===== config.mk =====
export PLATFORM = sky130hd
export DESIGN_NAME = cllf_ostage
export DESIGN_NICKNAME = d
export VERILOG_FILES = /design/src/cllf_pkg.sv /design/src/cllf_ostage.sv
export SDC_FILE = /design/constraint.sdc
export NUM_CORES = 1
export LEC_CHECK = 0
export ABC_AREA = 1
export BUFFER_PORTS_ARGS = -buffer_cell sky130_fd_sc_hd__buf_2
export CAP_MARGIN = 20
export CORE_MARGIN = 4
export CORE_UTILIZATION = 34
export DETAILED_ROUTE_END_ITERATION = 16
export MAX_ROUTING_LAYER = met4
export PLACE_DENSITY = 0.6
export REMOVE_ABC_BUFFERS = 1
export SYNTH_ARGS = -nofsm -noshare
export SYNTH_HDL_FRONTEND = slang
export SYNTH_SLANG_ARGS = --single-unit

===== constraint.sdc =====
create_clock -name clk_i -period 2.1 [get_ports clk_i]
set_input_delay 0.42 -clock clk_i [delete_from_list [all_inputs] [get_ports clk_i]]
set_output_delay 0.42 -clock clk_i [all_outputs]
set_load 0.05 [all_outputs]

===== src/cllf_pkg.sv =====
// Shared types and constants for the crossing-locked loop freeze core.
// Depends on nothing; the control unit, output stage and top level in src import it.
`timescale 1ns / 1ps

package cllf_pkg;

  localparam int unsigned DEPTH      = 8192;
  localparam int unsigned ADDR_W     = $clog2(DEPTH);
  localparam int unsigned SAMPLE_W   = 16;
  localparam int unsigned MINLEN_W   = 13;
  localparam int unsigned CFG_W      = 16;
  localparam int unsigned CFG_IDX_W  = 2;
  localparam int unsigned MIN_FLOOR  = 8;

  localparam logic [ADDR_W-1:0] CNT_MAX = ADDR_W'(DEPTH - 1);

  // configuration register indexes
  localparam logic [CFG_IDX_W-1:0] REG_THRESHOLD  = 2'd0;
  localparam logic [CFG_IDX_W-1:0] REG_FALL_MODE  = 2'd1;
  localparam logic [CFG_IDX_W-1:0] REG_MIN_LENGTH = 2'd2;

  // input actions
  localparam logic ACT_SAMPLE = 1'b0;
  localparam logic ACT_RECORD = 1'b1;

  // event codes
  localparam logic [1:0] EV_NONE  = 2'd0;
  localparam logic [1:0] EV_START = 2'd1;
  localparam logic [1:0] EV_DONE  = 2'd2;

  localparam logic [MINLEN_W-1:0] MINLEN_RESET = 13'd128;

  typedef struct packed {
    logic                       action;
    logic signed [SAMPLE_W-1:0] sample_in;
  } in_t;

  typedef struct packed {
    logic signed [SAMPLE_W-1:0] sample_out;
    logic [1:0]                 event_res;
  } out_t;

  // beat handed from the control unit to the output stage
  typedef struct packed {
    logic                       use_mem;
    logic signed [SAMPLE_W-1:0] sample;
    logic [1:0]                 evt;
  } beat_t;

  typedef struct packed {
    logic recording;
    logic playing;
  } stat_t;

  function automatic logic [ADDR_W-1:0] clamp_len(input logic [MINLEN_W-1:0] v);
    logic [31:0] w;
    w = 32'(v);
    if (w > 32'(DEPTH - 1)) begin
      return CNT_MAX;
    end else if (w < 32'(MIN_FLOOR)) begin
      return ADDR_W'(MIN_FLOOR);
    end
    return ADDR_W'(w);
  endfunction

endpackage


===== src/cllf_ostage.sv =====
// Output pipeline: a read-data stage that waits for the RAM read data, then an
// output register toward the receiver. Uses cllf_pkg.
`timescale 1ns / 1ps

module cllf_ostage import cllf_pkg::*; (
  input  logic                clk_i,
  input  logic                rst_ni,
  input  logic                beat_vld_i,
  input  beat_t               beat_i,
  input  logic [SAMPLE_W-1:0] rdata_i,
  output logic                in_ready_o,
  input  logic                out_ready_i,
  output logic                out_valid_o,
  output out_t                out_o
);

  logic  s1_vld_q, s1_vld_d;
  beat_t s1_q;
  logic  s2_vld_q, s2_vld_d;
  out_t  s2_q;
  logic  s1_adv;
  out_t  s1_res;

  assign s1_adv     = s1_vld_q && (!s2_vld_q || out_ready_i);
  assign in_ready_o = !s1_vld_q || s1_adv;

  assign s1_res.sample_out = s1_q.use_mem ? rdata_i : s1_q.sample;
  assign s1_res.event_res  = s1_q.evt;

  always_comb begin
    s1_vld_d = s1_vld_q;
    s2_vld_d = s2_vld_q;
    if (out_ready_i) begin
      s2_vld_d = 1'b0;
    end
    if (s1_adv) begin
      s2_vld_d = 1'b1;
      s1_vld_d = 1'b0;
    end
    if (beat_vld_i) begin
      s1_vld_d = 1'b1;
    end
  end

  always_ff @(posedge clk_i or negedge rst_ni) begin
    if (!rst_ni) begin
      s1_vld_q <= 1'b0;
      s2_vld_q <= 1'b0;
    end else begin
      s1_vld_q <= s1_vld_d;
      s2_vld_q <= s2_vld_d;
    end
  end

  always_ff @(posedge clk_i) begin
    if (beat_vld_i) begin
      s1_q <= beat_i;
    end
    if (s1_adv) begin
      s2_q <= s1_res;
    end
  end

  assign out_valid_o = s2_vld_q;
  assign out_o       = s2_q;

endmodule


==> metrics <==
simple logic cell fraction of the synthesized area=5.29%; Flop pwr share=57.0%; CP arrival=1.08 ns; Adder-Cell Fraction of Synth Area=0%; Synth warnings=0; Worst-Skew Late Latency=0.29 ns; wire length per cell=12.8 um; final slew viol count=0; Yosys cell types=9; Max Cap Viol=0; Die H=73.1 um; root buffer cell=clkbuf_8; CTS Buf Count=5; Worst VDD drop=538 uV; Hold Fails Final Rpt=0; Die W=73.1 um; Setup crit end kind=output port; vias in the first global route=989; WP data required=1.68 ns; most frequent cells in the layout=58 x buf_2, 37 x edfxtp_1, 19 x inv_1, 19 x nand2_1, 12 x o21ai_0; # diodes=0; GPL Wtd Cong=0.623; CP Launch Type=register; nets=201; CTS tree=yes; H-tree depth=2; Netlist Area Pre-Place=0.00144 sq mm; xor/xnor cell area share of the yosys netlist=0%; vias=903; total power=1.69 mW; leak pwr=0.835 nW; Worst Tran Pin Value=0.920 ns; # IOs=59; Tcrit/Tclk final=71.4%; Routed Antenna Nets=0; status=completed; core area=0.00406 sq mm; commonest non-fill, non-tap cell in the layout=buf_2; Finished Layout Cells=213; clock sinks=39; Hold WC Path Type=primary input to register; initial antenna violation count=0; gr usage total=11.4%; worst hold slack=0.301 ns; Rows=23; largest family of logic cells by synthesized area=buffers and inverters; PwrDens=908 mW/mm^2; RSZ-0062 raised after global routing=no; FMAX=667 MHz; final wirelength=2720 um; sequential share of the synthesized area=80.5%; Reg clk slew, reported paths=0.07 ns; Final Core Density=45.9%; Combinational Power Share=15.3%; Synth Area in Compound Gates=6.94%; count of final setup violators=0; clock tree buffer depth=2; first-pass GRT wire length=4340 um; crit path max fanout=4; mean post-synth cell area=14.7 sq um; die area=0.00535 sq mm; worst reg2reg path depth=1; DR iter-0 viols=17; Int Pwr=1.23 mW; drt first pass iters=4; P_sw=0.462 mW; Setup Skew=0.00604 ns; total negative slack=0 ns; sw frac=27.3%; Starting Density=35.6%; Port Buffers=58; ratio of cells with drive above 1 in the final layout=42.3%; gr ovfl total=0; Synth Register Bits=39; DR DRC count=0; Setup CP Type=register to output port; largest net degree at the start of global routing=33; placed insts=204; mux share of post-synthesis cell area=0%; worst rel slew slack=38.7%; hold depth=1; post-synthesis cell count=98; clock power share=27.7%; min Tclk post-route=1.50 ns; area growth from synthesis to layout=29.1%; DP Wirelength=2070 um; drt via density=4.24
routing by layer:
metal | GRT usage [%] | part of all wire [%] | up-vias
met1 | 12.6 | 40 | 406
met4 | 3.69 | 0.85 | 0
li1 | - | - | 457
met5 | - | 0 | -
met2 | 18.2 | 50 | 37
met3 | 5.37 | 8.8 | 3
cells by family after synthesis:
family | count (synthesis)
flops | 39
buf+inv | 22
simple gates | 20
compound gates | 17
what timing repair did:
action,in CTS,in global routing
gates resized for setup,0,0
hold buffers,1,0
endpoints found under the hold margin,2,0
setup endpoints to repair,0,0
buffers inserted,0,0
power by group through the flow:
stage / Sequential [mW] / Clock (mW) / Combinational (mW)
final: 0.963 / 0.469 / 0.259
after global routing: 0.971 / 0.522 / 0.279
after CTS: 0.965 / 0.479 / 0.262
after detailed placement: 0.982 / 0 / 0.260
after global placement: 0.980 / 0 / 0.254
after floorplan: 1.10 / 0 / 0.0491
metrics by stage:
| stage | cell area [sq um] | setup slack (ns) |
|---|---|---|
| 6_report | 1860 | 0.601 |
| 5_1_grt | 1860 | 0.439 |
| 3_5_place_dp | 1770 | 0.603 |
| 2_1_floorplan | 1410 | 0.108 |
| 4_1_cts | 1860 | 0.589 |
| 3_3_place_gp | 1770 | 0.634 |
registers in the layout (all words and copies together) (netlist names):
name and flops:
out_o 18, s1_vld_q 1, out_valid_o 1, s1_q 19
worst paths after layout:
| check | from | endpoint | slack (ns) |
|---|---|---|---|
| worst min-delay path | beat_i[14] | s1_q[14] | 0.30 |
| worst max-delay path | out_valid_o | in_ready_o | 0.60 |
| min in group asynchronous | rst_ni | out_valid_o | 0.45 |
| worst max register to register | s1_q[18] | out_o[16] | 0.61 |
| max in group asynchronous | rst_ni | s1_vld_q | 1.56 |
| worst min register to register | s1_q[1] | out_o[1] | 0.43 |
cell usage after synthesis:
cell type	n	area (sq um)
a21oi_1	1	5.00
dfrtp_1	2	50.1
nand3_1	1	5.00
nand2_1	19	71.3
edfxtp_1	37	1110
o21ai_0	12	60.1
buf_6	3	33.8
o21ai_2	4	35.0
inv_1	19	71.3
worst max-delay path, stage by stage, from the launching register on:
cell and delay [ns]:
dfrtp_1 0.41, nand3_1 0.11, buf_2 0.27
cell type report:
class / count / area [sq um]
clock inverter: 2 / 7.51
tap: 50 / 62.6
clock buffer: 6 / 72.6
timing repair buffer: 60 / 308
fill: 382 / 2190
sequential: 39 / 1160
inverter: 19 / 71.3
multi-input combinational: 37 / 180
(Power assumes the default switching activity.)
