**src/cllf_pkg.sv**
```systemverilog
// Shared types and constants for the crossing-locked loop freeze core.
// Depends on nothing; the control unit, output stage and top level in src import it.
`timescale 1ns / 1ps

package cllf_pkg;

  localparam int unsigned DEPTH      = 8192;
  localparam int unsigned ADDR_W     = $clog2(DEPTH);
  localparam int unsigned SAMPLE_W   = 16;
  localparam int unsigned MINLEN_W   = 13;
  localparam int unsigned CFG_W      = 16;
  localparam int unsigned CFG_IDX_W  = 2;
  localparam int unsigned MIN_FLOOR  = 8;

  localparam logic [ADDR_W-1:0] CNT_MAX = ADDR_W'(DEPTH - 1);

  // configuration register indexes
  localparam logic [CFG_IDX_W-1:0] REG_THRESHOLD  = 2'd0;
  localparam logic [CFG_IDX_W-1:0] REG_FALL_MODE  = 2'd1;
  localparam logic [CFG_IDX_W-1:0] REG_MIN_LENGTH = 2'd2;

  // input actions
  localparam logic ACT_SAMPLE = 1'b0;
  localparam logic ACT_RECORD = 1'b1;

  // event codes
  localparam logic [1:0] EV_NONE  = 2'd0;
  localparam logic [1:0] EV_START = 2'd1;
  localparam logic [1:0] EV_DONE  = 2'd2;

  localparam logic [MINLEN_W-1:0] MINLEN_RESET = 13'd128;

  typedef struct packed {
    logic                       action;
    logic signed [SAMPLE_W-1:0] sample_in;
  } in_t;

  typedef struct packed {
    logic signed [SAMPLE_W-1:0] sample_out;
    logic [1:0]                 event_res;
  } out_t;

  // beat handed from the control unit to the output stage
  typedef struct packed {
    logic                       use_mem;
    logic signed [SAMPLE_W-1:0] sample;
    logic [1:0]                 evt;
  } beat_t;

  typedef struct packed {
    logic recording;
    logic playing;
  } stat_t;

  function automatic logic [ADDR_W-1:0] clamp_len(input logic [MINLEN_W-1:0] v);
    logic [31:0] w;
    w = 32'(v);
    if (w > 32'(DEPTH - 1)) begin
      return CNT_MAX;
    end else if (w < 32'(MIN_FLOOR)) begin
      return ADDR_W'(MIN_FLOOR);
    end
    return ADDR_W'(w);
  endfunction

endpackage

```
**src/cllf_ctrl.sv**
```systemverilog
// Capture control: crossing detection, capture counters, loop playback
// addressing and configuration registers. Uses cllf_pkg.
`timescale 1ns / 1ps

module cllf_ctrl import cllf_pkg::*; (
  input  logic                 clk_i,
  input  logic                 rst_ni,
  input  logic                 cfg_we_i,
  input  logic [CFG_IDX_W-1:0] cfg_idx_i,
  input  logic [CFG_W-1:0]     cfg_wdata_i,
  input  logic                 acc_i,
  input  in_t                  in_i,
  output logic                 beat_vld_o,
  output beat_t                beat_o,
  output logic                 ram_we_o,
  output logic [ADDR_W-1:0]    ram_waddr_o,
  output logic [SAMPLE_W-1:0]  ram_wdata_o,
  output logic                 ram_re_o,
  output logic [ADDR_W-1:0]    ram_raddr_o,
  output stat_t                stat_o
);

  logic                       rec_q, rec_d;
  logic                       seek_q, seek_d;
  logic [ADDR_W-1:0]          cnt_q, cnt_d;
  logic                       play_q, play_d;
  logic [ADDR_W-1:0]          len_q, len_d;
  logic [ADDR_W-1:0]          pos_q, pos_d;
  logic signed [SAMPLE_W-1:0] prev_q, prev_d;
  logic                       prev_vld_q, prev_vld_d;
  logic signed [SAMPLE_W-1:0] thr_q, thr_d;
  logic                       fall_q, fall_d;
  logic [ADDR_W-1:0]          minl_q, minl_d;

  logic                       crossed;
  logic                       clr;
  logic                       seek_nxt;
  logic                       store;
  logic                       end_now;
  logic [ADDR_W-1:0]          raddr;
  logic [ADDR_W:0]            pos_nxt;
  logic [ADDR_W-1:0]          len_cur;
  logic signed [SAMPLE_W-1:0] a;

  assign a = in_i.sample_in;

  always_comb begin
    if (!prev_vld_q) begin
      crossed = 1'b0;
    end else if (fall_q) begin
      crossed = (a <= thr_q) && (prev_q > thr_q);
    end else begin
      crossed = (a > thr_q) && (prev_q <= thr_q);
    end
  end

  always_comb begin
    rec_d      = rec_q;
    seek_d     = seek_q;
    cnt_d      = cnt_q;
    play_d     = play_q;
    len_d      = len_q;
    pos_d      = pos_q;
    prev_d     = prev_q;
    prev_vld_d = prev_vld_q;
    thr_d      = thr_q;
    fall_d     = fall_q;
    minl_d     = minl_q;
    clr        = 1'b0;
    seek_nxt   = seek_q;
    store      = 1'b0;
    end_now    = 1'b0;
    raddr      = pos_q;
    pos_nxt    = '0;
    len_cur    = len_q;
    ram_re_o   = 1'b0;
    beat_o.use_mem = 1'b0;
    beat_o.sample  = a;
    beat_o.evt     = EV_NONE;

    if (cfg_we_i) begin
      case (cfg_idx_i)
        REG_THRESHOLD: begin
          thr_d = cfg_wdata_i[SAMPLE_W-1:0];
          clr   = 1'b1;
        end
        REG_FALL_MODE: begin
          fall_d = cfg_wdata_i[0];
          clr    = 1'b1;
        end
        REG_MIN_LENGTH: begin
          minl_d = clamp_len(cfg_wdata_i[MINLEN_W-1:0]);
          clr    = 1'b1;
        end
        default: begin
        end
      endcase
    end else if (acc_i) begin
      if (in_i.action == ACT_RECORD) begin
        rec_d         = 1'b1;
        clr           = 1'b1;
        beat_o.sample = '0;
        beat_o.evt    = EV_START;
      end else begin
        if (rec_q) begin
          seek_nxt = seek_q & ~crossed;
          seek_d   = seek_nxt;
          if (!seek_nxt) begin
            if ((cnt_q < minl_q) || !crossed) begin
              store = 1'b1;
            end else begin
              end_now = 1'b1;
            end
          end
          prev_d     = a;
          prev_vld_d = 1'b1;
        end
        if (store) begin
          cnt_d = (cnt_q == CNT_MAX) ? CNT_MAX : cnt_q + 1'b1;
        end
        if (end_now) begin
          rec_d      = 1'b0;
          play_d     = 1'b1;
          len_d      = cnt_q;
          beat_o.evt = EV_DONE;
        end
        // ending beat already plays slot zero
        if (play_q || end_now) begin
          raddr          = end_now ? '0 : pos_q;
          len_cur        = end_now ? cnt_q : len_q;
          pos_nxt        = {1'b0, raddr} + 1'b1;
          pos_d          = (pos_nxt >= {1'b0, len_cur}) ? '0 : pos_nxt[ADDR_W-1:0];
          ram_re_o       = 1'b1;
          beat_o.use_mem = 1'b1;
        end
      end
    end

    if (clr) begin
      cnt_d      = '0;
      seek_d     = 1'b1;
      play_d     = 1'b0;
      len_d      = '0;
      pos_d      = '0;
      prev_vld_d = 1'b0;
    end
  end

  always_ff @(posedge clk_i or negedge rst_ni) begin
    if (!rst_ni) begin
      rec_q      <= 1'b0;
      seek_q     <= 1'b1;
      cnt_q      <= '0;
      play_q     <= 1'b0;
      len_q      <= '0;
      pos_q      <= '0;
      prev_q     <= '0;
      prev_vld_q <= 1'b0;
      thr_q      <= '0;
      fall_q     <= 1'b0;
      minl_q     <= clamp_len(MINLEN_RESET);
    end else begin
      rec_q      <= rec_d;
      seek_q     <= seek_d;
      cnt_q      <= cnt_d;
      play_q     <= play_d;
      len_q      <= len_d;
      pos_q      <= pos_d;
      prev_q     <= prev_d;
      prev_vld_q <= prev_vld_d;
      thr_q      <= thr_d;
      fall_q     <= fall_d;
      minl_q     <= minl_d;
    end
  end

  assign beat_vld_o   = acc_i;
  assign ram_we_o     = store;
  assign ram_waddr_o  = cnt_q;
  assign ram_wdata_o  = a;
  assign ram_raddr_o  = raddr;
  assign stat_o.recording = rec_q;
  assign stat_o.playing   = play_q;

endmodule

```
**config.mk**
```make
export PLATFORM = sky130hd
export DESIGN_NAME = cllf_ctrl
export DESIGN_NICKNAME = d
export VERILOG_FILES = /design/src/cllf_pkg.sv /design/src/cllf_ctrl.sv
export SDC_FILE = /design/constraint.sdc
export NUM_CORES = 1
export LEC_CHECK = 0
export BUFFER_PORTS_ARGS = -buffer_cell sky130_fd_sc_hd__buf_4
export CAP_MARGIN = 25
export CORE_MARGIN = 4
export CORE_UTILIZATION = 42
export DETAILED_ROUTE_END_ITERATION = 6
export PLACE_DENSITY = 0.7
export SYNTH_ARGS = -nofsm -noshare
export SYNTH_HDL_FRONTEND = slang
export SYNTH_SLANG_ARGS = --single-unit
```
**constraint.sdc**
```tcl
create_clock -name clk_i -period 16.28 [get_ports clk_i]
set_input_delay 0.814 -clock clk_i [delete_from_list [all_inputs] [get_ports clk_i]]
set_output_delay 0.814 -clock clk_i [all_outputs]
set_load 0.01 [all_outputs]
```
==> results of run 1 <==
## cells by family (layout without fill, tap and decap cells)
family                     Yosys count  in the layout
xor gates and xnor gates            11             11
DFF                                 89             89
buffers and inverters               79            163
muxes                               47             47
AOI/OAI and AO/OA                  153            153
adders and majority gates           59             59
and+or+nand+nor                    193            193
## worst paths after layout
kind | endpoint | cells past startpoint | start | slack, ns
max | pos_q[7] | 25 | thr_q[1] | 9.80
min | pos_q[6] | 1 | rst_ni | 0.40
max reg2reg | pos_q[7] | 25 | thr_q[1] | 9.80
min reg2reg | len_q[6] | 2 | len_q[6] | 0.48
max in group asynchronous | minl_q[8] | 2 | rst_ni | 14.78
min in group clk_i | len_q[6] | 2 | len_q[6] | 0.48
## final cells by class
class	instances	area, um2	area share
Inverter	37	139	0.0196
Tap cell	180	225	0.0318
Timing Repair Buffer	110	838	0.118
Sequential cell	89	2230	0.314
Clock buffer	13	250	0.0353
Clock inverter	3	40.0	0.00565
Multi-Input combinational cell	463	3370	0.475
## cell usage in the layout (no fill, tap or decap), types with 8 or more instances in the layout
| cell | synthesis | layout |
|---|---|---|
| sky130_fd_sc_hd__a21o_1 | 8 | 8 |
| sky130_fd_sc_hd__a21oi_1 | 34 | 34 |
| sky130_fd_sc_hd__a31oi_1 | 12 | 12 |
| sky130_fd_sc_hd__and2_1 | 15 | 15 |
| sky130_fd_sc_hd__and3_1 | 14 | 14 |
| sky130_fd_sc_hd__buf_4 | 21 | 109 |
| sky130_fd_sc_hd__clkbuf_16 | 0 | 9 |
| sky130_fd_sc_hd__dfrtp_1 | 87 | 87 |
| sky130_fd_sc_hd__ha_1 | 59 | 59 |
| sky130_fd_sc_hd__inv_1 | 37 | 37 |
| sky130_fd_sc_hd__mux2_2 | 28 | 28 |
| sky130_fd_sc_hd__mux2i_1 | 16 | 15 |
| sky130_fd_sc_hd__nand2_1 | 56 | 56 |
| sky130_fd_sc_hd__nand2b_1 | 9 | 9 |
| sky130_fd_sc_hd__nand3_1 | 14 | 14 |
| sky130_fd_sc_hd__nand4_1 | 9 | 9 |
| sky130_fd_sc_hd__nor2_1 | 32 | 32 |
| sky130_fd_sc_hd__nor2b_1 | 19 | 19 |
| sky130_fd_sc_hd__o21ai_0 | 47 | 47 |
| sky130_fd_sc_hd__xnor2_1 | 8 | 8 |
## flip-flops by register name, indices dropped and copies added, names as in the netlist
name / flops
pos_q: 13
thr_q: 16
seek_q: 1
prev_q: 16
prev_vld_q: 1
play_q: 1
ram_waddr_o: 13
fall_q: 1
len_q: 13
minl_q: 13
rec_q: 1
## power groups by stage
stage               Sequential, mW  Clock, mW  Combinational (mW)
detailed placement           0.265          0               0.171
global route                 0.263      0.223               0.193
floorplan                    0.260          0               0.118
finish                       0.261      0.208               0.171
CTS                          0.261      0.214               0.173
global placement             0.264          0               0.162
## through the flow
stage / setup WS, ns / power [mW] / util / hold WS, ns / instance area [um2]
final: 9.80 / 0.640 / 0.511 / 0.405 / 7090
after floorplan: 10.49 / 0.378 / - / 0.449 / 5970
after detailed placement: 9.09 / 0.435 / 0.488 / 0.470 / 6780
after global placement: 9.43 / 0.426 / 0.488 / 0.464 / 6780
after global routing: 9.27 / 0.680 / 0.511 / 0.437 / 7090
after CTS: 9.42 / 0.647 / 0.509 / 0.409 / 7070
## metal layers
layer | vias up | GRT usage | part of all wire
li1 | 2420 | - | -
met1 | 2428 | 0.238 | 0.41
met2 | 181 | 0.340 | 0.50
met3 | 31 | 0.0364 | 0.061
met4 | 0 | 0.0883 | 0.026
met5 | - | 0 | 0
==> results.md, run 1 <==
- Largest cells by area after synthesis: sky130_fd_sc_hd__dfrtp_1, sky130_fd_sc_hd__ha_1, sky130_fd_sc_hd__mux2_2
- Library cell contributing the largest single delay on the critical path: sky130_fd_sc_hd__a311oi_2
- Lkg Pwr: 3.37 nW
- Fin cells: 895
- Data arrival at the endpoint of the critical path: 6.74 ns
- Top-Level Pins: 105
- Placed wire-length estimate: 11900 um
- Number of buffers inserted by hold repair at cts: 0
- CTS Root Buffer Type: sky130_fd_sc_hd__clkbuf_16
- Kind of end point of the critical path: flip-flop
- Peak Freq: 154 MHz
- Overall via count from detail_route: 5060
- Fraction of the mapped netlist area in compound gates: 0.168
- Setup Total Neg Slack: 0 ns
- Post-synthesis to final-layout area growth: 18.9%
- Number of standard cells after synthesis: 631
- Number of setup violations in the final report: 0
- Inserted Diodes: 0
- Worst-case headroom to the max-slew limit: 0.338
- Buffer depth of the longest clock path: 2
- Remaining number of nets flagged by the antenna check after routing: 0
- Count of flip-flops with a built-in enable after synthesis: 0
- Area of the die: 16200 um2
- Final net count: 808
- Final estimated routing congestion in global placement: 0.895
- Sw Pwr: 0.193 mW
- Combinational fraction of design power: 0.268
- Yosys top cell area share: 0.365
- Worst ir drop on vdd: 0.0000516 V
- Fillers: 1264
- Number of antenna violations at the first check in global routing: 0
- Fraction of power consumed by the clock network: 0.325
- Combined buffer and inverter count along the critical path: 2
- Setup fix buffers added after clock tree synthesis: 0
- Clock tree from TritonCTS: built
- Ys async rst share: 1.00
- Die width: 127 um
- Kind of critical path: reg2reg
- XOR/XNOR Fraction of Synth Area: 0.0161
- Total track usage: 0.196
- Post-synthesis adder-cell area fraction: 0.124
- Number of buffers created by CTS: 9
- Final count of pins violating max slew: 0
- Port bufs: 104
- Crit path required time: 16.54 ns
- Sequential share of power: 0.407
- Commonest cells in the synthesized netlist: sky130_fd_sc_hd__dfrtp_1, sky130_fd_sc_hd__ha_1, sky130_fd_sc_hd__nand2_1, sky130_fd_sc_hd__o21ai_0, sky130_fd_sc_hd__inv_1
- Distinct cell type count of the synthesized netlist: 64
- Largest stage delay, worst path: 0.82 ns
- Placed cell count: 878
- CP max FO: 28
- Post-Syn Area: 5970 um2
- CTS HTree Levels: 3
- Setup crit start kind: flip-flop
- Largest family of logic cells by synthesized area: compound AO/OA/AOI/OAI gates
- Clock sink count: 89
- Power density normalized to cell area: 90.3 nW/um2
- Time the worst path needs with I/O delays and setup: 6.48 ns
- Violation count after the first detailed-routing iteration: 374
- Rows: 43
- Actual transition at the worst max-transition pin: 0.993 ns
- Final worst-path cycle share: 0.398
- Clock slew seen by the registers of the worst setup and hold paths: 0.06 ns
- Later-pin clock latency in the skew report: 0.35 ns
- Synthesized Nets: 729
- DR pass1 iterations: 5
- Library cell occupying the most area in the post-synthesis netlist: sky130_fd_sc_hd__dfrtp_1
- RSZ-0062 raised after global routing: no
- Wirelength, routed: 15800 um
- Run status: complete, no violations
- Final hold viol count: 0
- Avg WL per Cell: 17.6 um
- Share of final-layout standard cells stronger than drive strength 1: 0.239
- Gate family responsible for the most delay along the worst path: compound AO/OA/AOI/OAI gates
- Sequential-to-total area share from yosys stat: 0.374
- Leading cell type by number of instances after synthesis: sky130_fd_sc_hd__dfrtp_1
- Number of synthesized register bits: 89
- Die Y-Extent: 127 um
- GRT overflow: 0
- Post-CTS resize count: 0
- Cell type with the highest occurrence count on the critical path: sky130_fd_sc_hd__o21ai_0
- Number of max-cap violations: 0
- Avg Vias per Cell: 5.65
- Worst Clk Skew: 0.00803 ns
- Type of the worst min-delay path: in2async
- Share of cell area taken by muxes after synthesis: 0.0872
- DRC viols: 0
- Synthesis warning total: 0
- Post-synthesis share of cell area spent on and, or, nand and nor gates: 0.166
- Dominant synthesized flop cell: sky130_fd_sc_hd__dfrtp_1
- Via count of the first global-routing pass: 5102
- Effective utilization at floorplan: 0.430
- Mean instance size in the synthesized netlist: 9.45 um2
- Area of the core: 13900 um2
- Internal power component: 0.447 mW
- Global-route wire length before repair: 25500 um
- Switching part of the total power: 0.302
- Pin count of the biggest net entering global routing: 59
Power figures use the tool's default switching activity.
==> run 2, diff against run 1 <==
==> constraint.sdc (replaced) <==
create_clock -name clk_i -period 6 [get_ports clk_i]
set_input_delay 0.3 -clock clk_i [delete_from_list [all_inputs] [get_ports clk_i]]
set_output_delay 0.3 -clock clk_i [all_outputs]
set_load 0.01 [all_outputs]
==> results.md, run 2 (synthesis gave the netlist of run 1 again) <==
- Number of cell instances on the worst register-to-register path: 25
- Top-Level Pins: 105
- RSZ-0062 raised after global routing: no
- Peak Freq: 184 MHz
- Number of setup violations in the final report: 0
- Later-pin clock latency in the skew report: 0.35 ns
- Combined buffer and inverter count along the critical path: 2
- Final net count: 810
- Largest stage delay, worst path: 0.39 ns
- Kind of critical path: reg2reg
- Clock tree from TritonCTS: built
- Number of max-cap violations: 0
- Buffer depth of the longest clock path: 2
- Number of buffers created by CTS: 9
- Final count of pins violating max slew: 0
- Pin count of the biggest net entering global routing: 58
- Final estimated routing congestion in global placement: 0.906
- Final hold viol count: 0
- Setup Total Neg Slack: 0 ns
- Clock sink count: 89
- Lkg Pwr: 3.37 nW
- Setup slack on the worst flop-to-flop path: 0.56 ns
- Post-synthesis to final-layout area growth: 19.1%
- Run status: complete, no violations
- Total design power: 1.74 mW
- Final worst-path cycle share: 0.906
- Inserted Diodes: 0
- Power density normalized to cell area: 244 nW/um2
- Crit path required time: 6.28 ns
- Number of antenna violations at the first check in global routing: 0
- Total track usage: 0.190
- Setup crit start kind: flip-flop
- Design Area, Final: 7110 um2
- Worst ir drop on vdd: 0.000229 V
- Die Y-Extent: 127 um
- Worst-case headroom to the max-slew limit: 0.477
- Rows: 43
- Startpoint of the lowest-slack register-to-register path: thr_q[1]
- GRT overflow: 0
- Area of the core: 13900 um2
- Effective utilization at floorplan: 0.430
- Port bufs: 104
- Clock slew seen by the registers of the worst setup and hold paths: 0.07 ns
- Number of stages on the worst hold path: 3
- Leading cell type in the layout, fill and taps excluded: sky130_fd_sc_hd__buf_4
- Kind of end point of the critical path: flip-flop
- CP max FO: 16
- Actual transition at the worst max-transition pin: 0.782 ns
- Time the worst path needs with I/O delays and setup: 5.44 ns
- CTS Root Buffer Type: sky130_fd_sc_hd__clkbuf_16
- Critical hold path startpoint: cfg_wdata_i[14]
- Gate family responsible for the most delay along the worst path: compound AO/OA/AOI/OAI gates
- Total placed instance area: 6800 um2
- Largest registers in the final layout: prev_q x16, thr_q x16
- Avg Vias per Cell: 5.62
- Type of the worst min-delay path: in2reg
- Via count of the first global-routing pass: 4920
- Most frequent cells in the layout: sky130_fd_sc_hd__buf_4, sky130_fd_sc_hd__dfrtp_1, sky130_fd_sc_hd__ha_1
- Library cell contributing the largest single delay on the critical path: sky130_fd_sc_hd__a2111oi_2
- CTS HTree Levels: 3
- Wirelength, routed: 15300 um
- Global-route wire length before repair: 24600 um
- Area of the die: 16200 um2
- Die width: 127 um
- Violation count after the first detailed-routing iteration: 356
- Placed wire-length estimate: 11800 um
- Worst Hold End: thr_q[14]
- Worst Clk Skew: 0.00832 ns
- Remaining number of nets flagged by the antenna check after routing: 0
- Data arrival at the endpoint of the critical path: 5.71 ns
- Share of final-layout standard cells stronger than drive strength 1: 0.244
- DR pass1 iterations: 5
- DRC viols: 0
- R2R Path End: pos_q[5]
- Avg WL per Cell: 17.1 um
- Overall via count from detail_route: 5043
## run 2: repair_timing
action | 4_1_cts | 5_1_grt
endpoints found under the setup margin | 0 | 8
resized for setup | 0 | 3
endpoints found under the hold margin | 32 | 0
hold buffers | 1 | 0
buffers inserted | 0 | 0
## run 2: worst register-to-register path: stages (launching register included)
cell and delay, ns:
sky130_fd_sc_hd__dfrtp_1 0.35, sky130_fd_sc_hd__inv_1 0.09, sky130_fd_sc_hd__ha_1 0.25, sky130_fd_sc_hd__nor2b_1 0.13, sky130_fd_sc_hd__o211ai_1 0.19, sky130_fd_sc_hd__a2111oi_2 0.11
sky130_fd_sc_hd__a2111oi_2 0.39, sky130_fd_sc_hd__mux2_4 0.39, sky130_fd_sc_hd__mux2i_4 0.21, sky130_fd_sc_hd__nor2_1 0.19, sky130_fd_sc_hd__ha_2 0.26, sky130_fd_sc_hd__and3_1 0.24
sky130_fd_sc_hd__and3_1 0.26, sky130_fd_sc_hd__nand3_1 0.12, sky130_fd_sc_hd__xor2_1 0.16, sky130_fd_sc_hd__nor2_1 0.08, sky130_fd_sc_hd__ha_1 0.23, sky130_fd_sc_hd__a2111oi_1 0.35
sky130_fd_sc_hd__o21ai_1 0.15, sky130_fd_sc_hd__a41o_1 0.23, sky130_fd_sc_hd__o21ai_0 0.09, sky130_fd_sc_hd__o21ai_0 0.17, sky130_fd_sc_hd__a311oi_2 0.21, sky130_fd_sc_hd__buf_4 0.24
sky130_fd_sc_hd__a41oi_1 0.13, sky130_fd_sc_hd__a31oi_1 0.16
## run 2: cell type report
type | instances | area, um2
fill | 1264 | 6780
inverter | 37 | 139
timing repair buffer | 112 | 843
clock inverter | 6 | 67.6
sequential | 89 | 2230
multi-input combinational | 463 | 3370
clock buffer | 10 | 229
tap | 180 | 225
## run 2: worst max path at each step
stage	startpoint	end	slack, ns	depth (start not counted)
final	thr_q[1]	pos_q[5]	0.56	25
after global placement	thr_q[1]	pos_q[5]	0.72	25
after detailed placement	thr_q[1]	pos_q[5]	0.53	25
after CTS	thr_q[1]	pos_q[5]	0.49	25
after global routing	thr_q[1]	pos_q[7]	0.002	25
after floorplan	prev_q[1]	pos_q[6]	0.42	26
## run 2: where the power goes
part	switching, mW	internal [mW]	total, mW
clock	0.245	0.324	0.569
combinational	0.246	0.210	0.456
sequential	0.0425	0.668	0.711
total	0.533	1.20	1.74
## run 2: stage by stage
step | util | cells | setup slack [ns] | hold slack [ns]
global route | 0.512 | 897 | 0.00215 | 0.160
finish | 0.512 | 897 | 0.564 | 0.160
floorplan | - | 631 | 0.423 | 0.00441
CTS | 0.512 | 897 | 0.494 | 0.150
global placement | 0.489 | 879 | 0.717 | 0.266
detailed placement | 0.490 | 880 | 0.530 | 0.269
## run 2: metal layers
layer  wire, um  track usage  up-vias
met2       7570        0.325      168
met4        303       0.0574        0
li1           -            -     2420
met5          0            0        -
met3        953       0.0523       18
met1       6470        0.236     2437
